### config.mk
export PLATFORM = sky130hd
export DESIGN_NAME = rgba_alpha_over_blend_unit
export DESIGN_NICKNAME = d
export VERILOG_FILES = /design/src/rgbo_pkg.sv /design/src/rgbo_csr.sv /design/src/rgbo_alpha.sv /design/src/rgbo_chan.sv /design/src/rgba_alpha_over_blend_unit.sv
export SDC_FILE = /design/constraint.sdc
export NUM_CORES = 2
export LEC_CHECK = 0
export BUFFER_PORTS_ARGS = -buffer_cell sky130_fd_sc_hd__buf_2
export CORE_UTILIZATION = 34
export CTS_CLUSTER_DIAMETER = 150
export DETAILED_ROUTE_END_ITERATION = 8
export PLACE_DENSITY_LB_ADDON = 0.2
export SLEW_MARGIN = 25
export SYNTH_ARGS = -nofsm -noshare
export SYNTH_HDL_FRONTEND = slang
export SYNTH_SLANG_ARGS = --single-unit
### constraint.sdc
create_clock -name clock -period 33.4 [get_ports clock]
set_input_delay 1.67 -clock clock [delete_from_list [all_inputs] [get_ports clock]]
set_output_delay 1.67 -clock clock [all_outputs]
set_load 0.01 [all_outputs]
### src/rgbo_pkg.sv
package rgbo_pkg;

   localparam int CHAN_W     = 8;
   localparam int PROD_W     = 2 * CHAN_W;
   localparam int NUM_W      = PROD_W + 1;
   localparam int WIDE_W     = 3 * CHAN_W;
   localparam int QUO_W      = CHAN_W;
   localparam int STEP_BITS  = 2;
   localparam int DIV_STAGES = QUO_W / STEP_BITS;
   localparam int FRONT_REGS = 3;
   localparam int LATENCY    = FRONT_REGS + DIV_STAGES;

   localparam int CSR_ADDR_W = 4;
   localparam int CSR_DATA_W = 32;

   localparam logic [CHAN_W-1:0] CHAN_MAX = 8'd255;

   // ceil(2^31 / 255); exact floor(x/255) for every x below 2^24
   localparam logic [47:0] RECIP_255 = 48'd8421505;

   typedef enum logic [1:0] {
      FUNC_OVER      = 2'd0,
      FUNC_COPY      = 2'd1,
      FUNC_TINT_OVER = 2'd2,
      FUNC_TINT_COPY = 2'd3
   } func_type;

   localparam logic [1:0] REG_TINT_RED   = 2'd0;
   localparam logic [1:0] REG_TINT_GREEN = 2'd1;
   localparam logic [1:0] REG_TINT_BLUE  = 2'd2;
   localparam logic [1:0] REG_TINT_ALPHA = 2'd3;

   typedef struct packed {
      logic [CHAN_W-1:0] red;
      logic [CHAN_W-1:0] green;
      logic [CHAN_W-1:0] blue;
      logic [CHAN_W-1:0] alpha;
   } tint_type;

   function automatic logic [PROD_W-1:0] div255(input logic [WIDE_W-1:0] x);
      logic [47:0] prod;
      prod = {24'd0, x} * RECIP_255;
      return prod[46:31];
   endfunction

endpackage

### src/rgbo_csr.sv
module rgbo_csr (
   input  logic                          clock,
   input  logic                          reset,
   input  logic                          psel,
   input  logic                          penable,
   input  logic                          pwrite,
   input  logic [rgbo_pkg::CSR_ADDR_W-1:0] paddr,
   input  logic [rgbo_pkg::CSR_DATA_W-1:0] pwdata,
   output logic [rgbo_pkg::CSR_DATA_W-1:0] prdata,
   output logic                          pready,
   output rgbo_pkg::tint_type            tint
);
   import rgbo_pkg::*;

   tint_type   tint_ff;
   tint_type   tint_in;
   logic [1:0] reg_sel;
   logic       wr_en;

   assign reg_sel = paddr[3:2];
   assign wr_en   = psel & penable & pwrite;
   assign pready  = 1'b1;

   always_comb begin
      tint_in = tint_ff;
      if (wr_en) begin
         case (reg_sel)
            REG_TINT_RED:   tint_in.red   = pwdata[CHAN_W-1:0];
            REG_TINT_GREEN: tint_in.green = pwdata[CHAN_W-1:0];
            REG_TINT_BLUE:  tint_in.blue  = pwdata[CHAN_W-1:0];
            REG_TINT_ALPHA: tint_in.alpha = pwdata[CHAN_W-1:0];
            default:        tint_in = tint_ff;
         endcase
      end
   end

   always_ff @(posedge clock) begin
      if (reset) begin
         tint_ff.red   <= '0;
         tint_ff.green <= '0;
         tint_ff.blue  <= '0;
         tint_ff.alpha <= CHAN_MAX;
      end else begin
         tint_ff <= tint_in;
      end
   end

   always_comb begin
      case (reg_sel)
         REG_TINT_RED:   prdata = {24'd0, tint_ff.red};
         REG_TINT_GREEN: prdata = {24'd0, tint_ff.green};
         REG_TINT_BLUE:  prdata = {24'd0, tint_ff.blue};
         REG_TINT_ALPHA: prdata = {24'd0, tint_ff.alpha};
         default:        prdata = '0;
      endcase
   end

   assign tint = tint_ff;

endmodule

### src/rgbo_alpha.sv
module rgbo_alpha (
   input  logic                       clock,
   input  logic                       en,
   input  rgbo_pkg::func_type         func,
   input  logic [rgbo_pkg::CHAN_W-1:0] bg_alpha,
   input  logic [rgbo_pkg::CHAN_W-1:0] fg_alpha,
   input  logic [rgbo_pkg::CHAN_W-1:0] tint_alpha,
   output logic [rgbo_pkg::CHAN_W-1:0] over_alpha,
   output logic [rgbo_pkg::CHAN_W-1:0] out_alpha
);
   import rgbo_pkg::*;

   localparam int TAIL = LATENCY - 4;

   // stage 1: products
   logic [PROD_W-1:0] abaf_ff, taaf_ff;
   logic [CHAN_W:0]   sum_ff;
   logic [CHAN_W-1:0] af1_ff;
   func_type          func1_ff;
   // stage 2: combined alpha
   logic [CHAN_W-1:0] oa2_ff, tcopy2_ff, af2_ff;
   func_type          func2_ff;
   // stage 3: tint scaling product
   logic [PROD_W-1:0] oata_ff;
   logic [CHAN_W-1:0] oa3_ff, tcopy3_ff, af3_ff;
   func_type          func3_ff;
   // stage 4 and delay to line up with the colour divider
   logic [CHAN_W-1:0] alpha_ff [TAIL+1];
   logic [CHAN_W-1:0] alpha_in;

   logic [PROD_W-1:0] abaf_div, taaf_div, oata_div;
   logic [CHAN_W+1:0] diff;
   logic [CHAN_W-1:0] oa_in;

   assign abaf_div = div255({8'd0, abaf_ff});
   assign taaf_div = div255({8'd0, taaf_ff});
   assign oata_div = div255({8'd0, oata_ff});

   assign diff  = {1'b0, sum_ff} - {1'b0, abaf_div[CHAN_W:0]};
   assign oa_in = (diff > {2'b0, CHAN_MAX}) ? CHAN_MAX : diff[CHAN_W-1:0];

   always_comb begin
      case (func3_ff)
         FUNC_OVER:      alpha_in = oa3_ff;
         FUNC_COPY:      alpha_in = af3_ff;
         FUNC_TINT_OVER: alpha_in = oata_div[CHAN_W-1:0];
         FUNC_TINT_COPY: alpha_in = tcopy3_ff;
         default:        alpha_in = oa3_ff;
      endcase
   end

   always_ff @(posedge clock) begin
      if (en) begin
         abaf_ff   <= bg_alpha * fg_alpha;
         taaf_ff   <= tint_alpha * fg_alpha;
         sum_ff    <= {1'b0, bg_alpha} + {1'b0, fg_alpha};
         af1_ff    <= fg_alpha;
         func1_ff  <= func;

         oa2_ff    <= oa_in;
         tcopy2_ff <= taaf_div[CHAN_W-1:0];
         af2_ff    <= af1_ff;
         func2_ff  <= func1_ff;

         oata_ff   <= oa2_ff * tint_alpha;
         oa3_ff    <= oa2_ff;
         tcopy3_ff <= tcopy2_ff;
         af3_ff    <= af2_ff;
         func3_ff  <= func2_ff;

         alpha_ff[0] <= alpha_in;
         for (int i = 1; i <= TAIL; i++) begin
            alpha_ff[i] <= alpha_ff[i-1];
         end
      end
   end

   assign over_alpha = oa2_ff;
   assign out_alpha  = alpha_ff[TAIL];

endmodule

### src/rgbo_chan.sv
module rgbo_chan (
   input  logic                        clock,
   input  logic                        en,
   input  logic                        copy,
   input  logic [rgbo_pkg::CHAN_W-1:0] bg_color,
   input  logic [rgbo_pkg::CHAN_W-1:0] bg_alpha,
   input  logic [rgbo_pkg::CHAN_W-1:0] fg_color,
   input  logic [rgbo_pkg::CHAN_W-1:0] fg_alpha,
   input  logic [rgbo_pkg::CHAN_W-1:0] over_alpha,
   output logic [rgbo_pkg::CHAN_W-1:0] out_color
);
   import rgbo_pkg::*;

   typedef struct packed {
      logic [NUM_W-1:0]  rem;
      logic [QUO_W-1:0]  quo;
      logic [CHAN_W-1:0] oa;
      logic [CHAN_W-1:0] cf;
      logic              sat;
      logic              zero;
      logic              copy;
   } div_type;

   // stage 1
   logic [PROD_W-1:0] cfaf1_ff, cbab1_ff;
   logic [CHAN_W-1:0] inv1_ff, cf1_ff;
   logic              copy1_ff;
   // stage 2
   logic [WIDE_W-1:0] t2_ff;
   logic [PROD_W-1:0] cfaf2_ff;
   logic [CHAN_W-1:0] cf2_ff;
   logic              copy2_ff;
   // stage 3: numerator and divisor
   logic [NUM_W-1:0]  num3_ff;
   logic [CHAN_W-1:0] oa3_ff, cf3_ff;
   logic              copy3_ff;
   // divider stages, STEP_BITS quotient bits each
   div_type           div_ff [DIV_STAGES];
   div_type           div_in [DIV_STAGES];
   div_type           div_src [DIV_STAGES];
   div_type           last;

   always_comb begin
      div_src[0].rem  = num3_ff;
      div_src[0].quo  = '0;
      div_src[0].oa   = oa3_ff;
      div_src[0].cf   = cf3_ff;
      // quotient would not fit in eight bits
      div_src[0].sat  = num3_ff >= {1'b0, oa3_ff, 8'd0};
      div_src[0].zero = (oa3_ff == '0);
      div_src[0].copy = copy3_ff;
   end

   for (genvar k = 0; k < DIV_STAGES; k++) begin : g_div
      if (k > 0) begin : g_link
         assign div_src[k] = div_ff[k-1];
      end

      always_comb begin
         logic [NUM_W-1:0] dv;
         div_in[k] = div_src[k];
         for (int j = 0; j < STEP_BITS; j++) begin
            dv = {{(NUM_W-CHAN_W){1'b0}}, div_in[k].oa} << (QUO_W - 1 - STEP_BITS*k - j);
            if (div_in[k].rem >= dv) begin
               div_in[k].rem = div_in[k].rem - dv;
               div_in[k].quo[QUO_W - 1 - STEP_BITS*k - j] = 1'b1;
            end
         end
      end

      always_ff @(posedge clock) begin
         if (en) begin
            div_ff[k] <= div_in[k];
         end
      end
   end

   always_ff @(posedge clock) begin
      if (en) begin
         cfaf1_ff <= fg_color * fg_alpha;
         cbab1_ff <= bg_color * bg_alpha;
         inv1_ff  <= CHAN_MAX - fg_alpha;
         cf1_ff   <= fg_color;
         copy1_ff <= copy;

         t2_ff    <= cbab1_ff * inv1_ff;
         cfaf2_ff <= cfaf1_ff;
         cf2_ff   <= cf1_ff;
         copy2_ff <= copy1_ff;

         num3_ff  <= {1'b0, cfaf2_ff} + {1'b0, div255(t2_ff)};
         oa3_ff   <= over_alpha;
         cf3_ff   <= cf2_ff;
         copy3_ff <= copy2_ff;
      end
   end

   assign last = div_ff[DIV_STAGES-1];

   always_comb begin
      if (last.copy || last.zero) begin
         out_color = last.cf;
      end else if (last.sat) begin
         out_color = CHAN_MAX;
      end else begin
         out_color = last.quo;
      end
   end

endmodule

### src/rgba_alpha_over_blend_unit.sv
// Pixel over/copy/tint compositor.
// Datapath from request accept to result valid: 3 multiply/scale
// stages, then a 4-stage divider retiring 2 quotient bits per stage.
// Throughput: one pixel pair per cycle; a stalled result holds the pipe.
// Reset (synchronous, active high) empties the pipeline and sets the tint
// registers to red/green/blue 0, alpha 255.
module rgba_alpha_over_blend_unit (
   input  logic        clock,
   input  logic        reset,
   // request
   input  logic        req_tvalid,
   output logic        req_tready,
   input  logic [63:0] req_tdata,  // bg_red, bg_green, bg_blue, bg_alpha,
                                   // fg_red, fg_green, fg_blue, fg_alpha
   input  logic [1:0]  req_tuser,  // func
   // result
   output logic        rsp_tvalid,
   input  logic        rsp_tready,
   output logic [31:0] rsp_tdata,  // out_red, out_green, out_blue, out_alpha
   // configuration
   input  logic                           csr_psel,
   input  logic                           csr_penable,
   input  logic                           csr_pwrite,
   input  logic [rgbo_pkg::CSR_ADDR_W-1:0] csr_paddr,
   input  logic [rgbo_pkg::CSR_DATA_W-1:0] csr_pwdata,
   output logic [rgbo_pkg::CSR_DATA_W-1:0] csr_prdata,
   output logic                           csr_pready
);
   import rgbo_pkg::*;

   tint_type          tint;
   func_type          func;
   logic              en;
   logic              valid_ff [LATENCY];
   logic [CHAN_W-1:0] bg [3];
   logic [CHAN_W-1:0] fg [3];
   logic [CHAN_W-1:0] tint_rgb [3];
   logic [CHAN_W-1:0] cf [3];
   logic [CHAN_W-1:0] res [3];
   logic [CHAN_W-1:0] bg_alpha, fg_alpha, over_alpha, out_alpha;

   rgbo_csr u_csr (
      .clock   (clock),
      .reset   (reset),
      .psel    (csr_psel),
      .penable (csr_penable),
      .pwrite  (csr_pwrite),
      .paddr   (csr_paddr),
      .pwdata  (csr_pwdata),
      .prdata  (csr_prdata),
      .pready  (csr_pready),
      .tint    (tint)
   );

   // whole pipe advances unless the output holds an untaken result
   assign en         = !valid_ff[LATENCY-1] || rsp_tready;
   assign req_tready = en;
   assign rsp_tvalid = valid_ff[LATENCY-1];

   always_ff @(posedge clock) begin
      if (reset) begin
         for (int i = 0; i < LATENCY; i++) begin
            valid_ff[i] <= 1'b0;
         end
      end else if (en) begin
         valid_ff[0] <= req_tvalid;
         for (int i = 1; i < LATENCY; i++) begin
            valid_ff[i] <= valid_ff[i-1];
         end
      end
   end

   assign func     = func_type'(req_tuser);
   assign bg_alpha = req_tdata[31:24];
   assign fg_alpha = req_tdata[63:56];
   assign tint_rgb[0] = tint.red;
   assign tint_rgb[1] = tint.green;
   assign tint_rgb[2] = tint.blue;

   rgbo_alpha u_alpha (
      .clock      (clock),
      .en         (en),
      .func       (func),
      .bg_alpha   (bg_alpha),
      .fg_alpha   (fg_alpha),
      .tint_alpha (tint.alpha),
      .over_alpha (over_alpha),
      .out_alpha  (out_alpha)
   );

   for (genvar c = 0; c < 3; c++) begin : g_chan
      assign bg[c] = req_tdata[CHAN_W*c +: CHAN_W];
      assign fg[c] = req_tdata[CHAN_W*(c+4) +: CHAN_W];
      // tint modes substitute the tint colour for the foreground
      assign cf[c] = req_tuser[1] ? tint_rgb[c] : fg[c];

      rgbo_chan u_chan (
         .clock      (clock),
         .en         (en),
         .copy       (req_tuser[0]),
         .bg_color   (bg[c]),
         .bg_alpha   (bg_alpha),
         .fg_color   (cf[c]),
         .fg_alpha   (fg_alpha),
         .over_alpha (over_alpha),
         .out_color  (res[c])
      );
   end

   assign rsp_tdata = {out_alpha, res[2], res[1], res[0]};

endmodule
# Word level (Yosys, flattened, before mapping)

Memories as Yosys holds them, arrays and structs flattened.
Cells that the tools add are included.
Widths: inputs -> output; s select.

Add/sub/neg operators: 30
Multiply operators: 18
$lt $le $gt $ge: 28
Equal/unequal tests: 6
Muxes and demuxes: 69
Bitwise gates (word level): 9
Reductions and logical operators: 12

Operators with widths:

| kind                   | count |
|---|---|
| $mux 17                | 21 |
| $mul 8x8->16           | 9 |
| $mul 24x24->47 const B | 3 |
| $pmux 32 s4            | 1 |
| $mul 16x24->39 const B | 2 |
| $mul 16x8->24          | 3 |
| $mux 8                 | 9 |
| $mux 18                | 3 |
| $add 16x16->17         | 3 |
| $ge 17x10->1           | 3 |
| $ge 17x11->1           | 3 |
| $ge 17x12->1           | 3 |
| $ge 17x13->1           | 3 |
| $ge 17x14->1           | 3 |
| $ge 17x15->1           | 3 |
| $ge 17x16->1           | 3 |
| $ge 17x8->1            | 3 |
| $ge 17x9->1            | 3 |
| $sub 17x10->17         | 3 |
| $sub 17x11->17         | 3 |
| $sub 17x12->17         | 3 |
| $sub 17x13->17         | 3 |
| $sub 17x14->17         | 3 |
| $sub 17x15->17         | 3 |
| 18 further kinds       | 73 |

Register bits: 501
Bits in writable memories: 567
Output and inout port bits: 67
Memories kept: 5

Memory list:

| name                    | words | bits a word | read ports | clocked after memory_dff | wr ports | line                             | source |
|---|---|---|---|---|---|---|---|
| g_chan[0].u_chan.div_ff | 4     | 44          | 4          | 0                        | 4        | rgbo_chan.sv:38                  | `div_type div_ff [DIV_STAGES];` |
| g_chan[1].u_chan.div_ff | 4     | 44          | 4          | 0                        | 4        | rgbo_chan.sv:38                  |  |
| g_chan[2].u_chan.div_ff | 4     | 44          | 4          | 0                        | 4        | rgbo_chan.sv:38                  |  |
| u_alpha.alpha_ff        | 4     | 8           | 4          | 0                        | 4        | rgbo_alpha.sv:28                 | `logic [CHAN_W-1:0] alpha_ff [TAIL+1];` |
| valid_ff                | 7     | 1           | 7          | 0                        | 7        | rgba_alpha_over_blend_unit.sv:34 | `logic valid_ff [LATENCY];` |

# Longest topological paths before layout

An unclocked memory read counts as a cell.

Depth in word-level cells: 7
Depth in mapped cells: 30

# Hierarchy

Synthesis repeated with hierarchy kept, for this count alone.

Cell total of the unflattened synthesis: 8339
Area, all modules: 90744.5 um^2

Modules (own cells, without submodules):

| module                       | instances | cells an instance | area an instance (um^2) |
|---|---|---|---|
| rgbo_chan (g_chan[0].u_chan) | 1         | 2237              | 24277.0 |
| rgbo_chan (g_chan[2].u_chan) | 1         | 2227              | 24243.3 |
| rgbo_chan (g_chan[1].u_chan) | 1         | 2231              | 24104.4 |
| rgbo_alpha                   | 1         | 1425              | 15713.8 |
| rgbo_csr                     | 1         | 173               | 1724.2 |
| rgba_alpha_over_blend_unit   | 1         | 46                | 681.9 |

# Least setup slack after synthesis

OpenSTA, ideal clock, no wires.

Kind: in2reg
From: input port rsp_tready
To: memory valid_ff[0] (enable)
Library setup time: 375 ps
Arrival time: 24367 ps
Data required time: 33025 ps
Path slack: 8658 ps
Stages on the path: 2
Path buffers: 0
Path through: nand2b_1 -> or2_2

RTL lines:

| item               | line                             | source |
|---|---|---|
| start: declaration | rgba_alpha_over_blend_unit.sv:18 | `input logic rsp_tready,` |
| end: declaration   | rgba_alpha_over_blend_unit.sv:34 |  |

# Worst setup path in the final report

From: register g_chan[0].u_chan.t2_ff[10]
To: register g_chan[0].u_chan.num3_ff[15], data pin

Cells in the longest elaborated chain, start to end: 2

Ends and longest elaborated chain:

| item                     | line            | source |
|---|---|---|
| start: declaration       | rgbo_chan.sv:29 | `logic [WIDE_W-1:0] t2_ff;` |
| start signal: assignment | rgbo_chan.sv:86 | `t2_ff <= cbab1_ff * inv1_ff;` |
| $mul 24x24->47           | rgbo_pkg.sv:42  | `prod = {24'd0, x} * RECIP_255;` |
| $add 16x16->17           | rgbo_chan.sv:91 | `num3_ff <= {1'b0, cfaf2_ff} + {1'b0, div255(t2_ff)};` |
| end signal: assignment   | rgbo_chan.sv:91 |  |
| end: declaration         | rgbo_chan.sv:34 | `logic [NUM_W-1:0] num3_ff;` |

Every way passes these cells.
A chain may end at the register's enable or synchronous reset.

==> results.sh <==
export IMPL_status="finished clean"
export IMPL_cts_reportedPaths_clkPinSlew_ps=60
export IMPL_crit_type="flip-flop to flip-flop"
export IMPL_post_cts_setup_buffer_count=0
export IMPL_setup_tns_ps=0
export IMPL_max_cap_violations=0
export IMPL_cts_hold_buf=0
export IMPL_setup_violations=0
export IMPL_cts_tree="built"
export IMPL_worstSkewPairLatency_ps=780
export IMPL_globalplace_congestion=0.8534
export IMPL_hold_path_class="flip-flop to flip-flop"
export IMPL_holdWs_ps=368.0
export IMPL_worst_setup_path_end_kind="flip-flop"
export IMPL_die_h_um=504.3
export IMPL_yosysMostFrequentCell="ha_1"
export IMPL_syn_to_final_growth_pct=9.422
export IMPL_clock_sinks=890
export IMPL_crit_arrival_ps=8190
export IMPL_regToRegSetupSlack_ps=25720
export IMPL_async_reset_ff_share_pct=0
export IMPL_synth_cell_types=96
export IMPL_numCtsBuffers=104
export IMPL_clock_skew_ps=60.86
export IMPL_synth_area_leaders="edfxtp_1, ha_1, fa_1"
export IMPL_grt_usage_pct=15.77
export IMPL_antenna_left=0
export IMPL_hold_violations=0
export IMPL_cts_repair_resized=0
export IMPL_grt_max_degree=181
export IMPL_syn_area_per_cell_um2=10.48
export IMPL_tightest_slew_ps=999.6
export IMPL_die_w_um=504.3
export IMPL_layout_setup_ws_ps=25720
export IMPL_dpl_hpwl_um=157500
export IMPL_synth_seq_cells=890
export IMPL_finish_utilization_pct=37.37
export IMPL_coreArea_um2=251200
export IMPL_clock_root_buffer="clkbuf_16"
export IMPL_synth_warnings=0
export IMPL_io_buffers=124
export IMPL_clock_path_buffers=3
export IMPL_htree_levels=3
export IMPL_final_max_slew_viol_count=0
export IMPL_cp_max_fo=4
export IMPL_period_share_pct=22.99
export IMPL_syn_area_um2=85780
export IMPL_cp_slowest_cell="xnor2_1"
export IMPL_crit_top_cell="ha_1"
export IMPL_yosysSeqAreaShare_pct=30.78
export IMPL_slew_headroom_pct=32.91
export IMPL_ios=176
export IMPL_drtIter0Drc=2891
export IMPL_rows=184
export IMPL_period_minus_slack_ps=7678
export IMPL_drc=0
export IMPL_n_fill_cell=24720
export IMPL_vias=56860
export IMPL_rsz0062_at_grt="no"
export IMPL_startpoint_type="flip-flop"
export IMPL_routed_via_density=4.841
export IMPL_critPathRequiredTime_ps=33910
export IMPL_dr_pass1_iters=5
export IMPL_cpPeakStageDelay_ps=720
export IMPL_syn_inst=8182
export IMPL_wire_per_inst_um=17.00
export IMPL_antenna_found_initial=8
export IMPL_initial_core_util_pct=34.15
export IMPL_ys_flop_type="edfxtp_1"
export IMPL_max_freq_ghz=0.1302
export IMPL_nNetsFinal=10540
export IMPL_drt_wl_total_um=199700
export IMPL_post_synth_top_area_cell="edfxtp_1"
export IMPL_overflow=0
export IMPL_synth_common_cells="ha_1, inv_1, edfxtp_1"
export IMPL_drive_above_1_share_pct=5.516
export IMPL_grt_first_pass_wirelength_um=320700
export IMPL_dieArea_um2=254300
export IMPL_synth_enable_flop_cells=858
export IMPL_yosysTopAreaCellShare_pct=30.04
export IMPL_grt_pass1_vias=58980
export IMPL_post_place_ws_ps=25620
[logic make-up (layout without fill, tap and decap cells)]
family | after synthesis | after routing | share of synthesized area, %
simple gates | 2184 | 2184 | 12.44
fa+ha+maj | 2122 | 2122 | 36.67
buf+inv | 1347 | 1536 | 6.053
compound gates | 1121 | 1121 | 8.260
flops | 890 | 890 | 30.78
xor+xnor | 383 | 383 | 3.910
mux | 133 | 133 | 1.880
other cells | 2 | 28 | 0.008755
[routing by layer]
metal,GRT usage [%],wire length [um],vias up
met5,0,14,-
met4,3.660,4210,2
met1,21.95,97750,27790
met3,1.622,6156,219
met2,26.23,91550,770
li1,-,-,28070
[cell type report]
cell class | count | area (um2) | area share [%]
multi-input cells | 5968 | 54280 | 57.83
flip-flops and latches | 890 | 26410 | 28.13
inverters | 1164 | 4369 | 4.655
well taps | 3348 | 4189 | 4.463
clock buffers | 114 | 2640 | 2.813
repair buffers | 182 | 1085 | 1.156
clock inverters | 76 | 885.9 | 0.9437
diodes | 3 | 7.507 | 0.007998
[final timing paths]
check | start | end | cells after the start
setup / recovery | g_chan[0].u_chan.t2_ff[10] | g_chan[0].u_chan.num3_ff[15] | 28
setup reg to reg | g_chan[0].u_chan.t2_ff[10] | g_chan[0].u_chan.num3_ff[15] | 28
hold reg to reg | g_chan[2].u_chan.cfaf1_ff[11] | g_chan[2].u_chan.cfaf2_ff[11] | 0
hold / removal | g_chan[2].u_chan.cfaf1_ff[11] | g_chan[2].u_chan.cfaf2_ff[11] | 0
[registers in the layout, indices dropped and copies added (netlist names), 24 cells and up]
signal,flops
g_chan.u_chan.cf2_ff,24
g_chan.u_chan.cf3_ff,24
u_csr.tint,32
g_chan.u_chan.div_ff,353
g_chan.u_chan.t2_ff,72
g_chan.u_chan.cfaf1_ff,48
g_chan.u_chan.cf1_ff,24
g_chan.u_chan.cbab1_ff,48
u_alpha.alpha_ff,32
g_chan.u_chan.cfaf2_ff,48
g_chan.u_chan.num3_ff,51
[per-stage QoR]
step                instance area (um2)  std cells
global placement                  90330      11550
CTS                               93850      11740
detailed placement                90330      11550
floorplan                         85870       8205
global route                      93860      11740
finish                            93870      11750
[cells in the final DEF (no fill, tap or decap), drive strengths merged, types with 57 or more instances in the layout]
cell type | netlist | routed
a21boi | 59 | 59
a21o | 150 | 150
a21oi | 306 | 306
and2 | 458 | 458
buf | 47 | 182
clkbuf | 136 | 114
edfxtp | 858 | 858
fa | 653 | 653
ha | 1469 | 1469
inv | 1162 | 1168
mux2 | 57 | 57
mux2i | 61 | 61
nand2 | 745 | 745
nand2b | 85 | 85
nand3 | 68 | 68
nand4 | 64 | 64
nor2 | 440 | 440
nor2b | 92 | 92
nor3 | 74 | 74
o21ai | 317 | 317
xnor2 | 286 | 286
xor2 | 97 | 97
[worst max-delay path, delay by kind of cell, from the launching register on]
| family | cells | cell delay (ps) |
|---|---|---|
| adders and majority gates | 7 | 2530 |
| DFF | 1 | 490 |
| and+or+nand+nor | 5 | 870 |
| AOI/OAI and AO/OA | 12 | 2630 |
| xor gates and xnor gates | 2 | 850 |
| buffers and inverters | 2 | 90 |
Power is left out: the tool's default activity adds up to more than one toggle a clock period on the data nets, which glitch-free logic cannot reach.
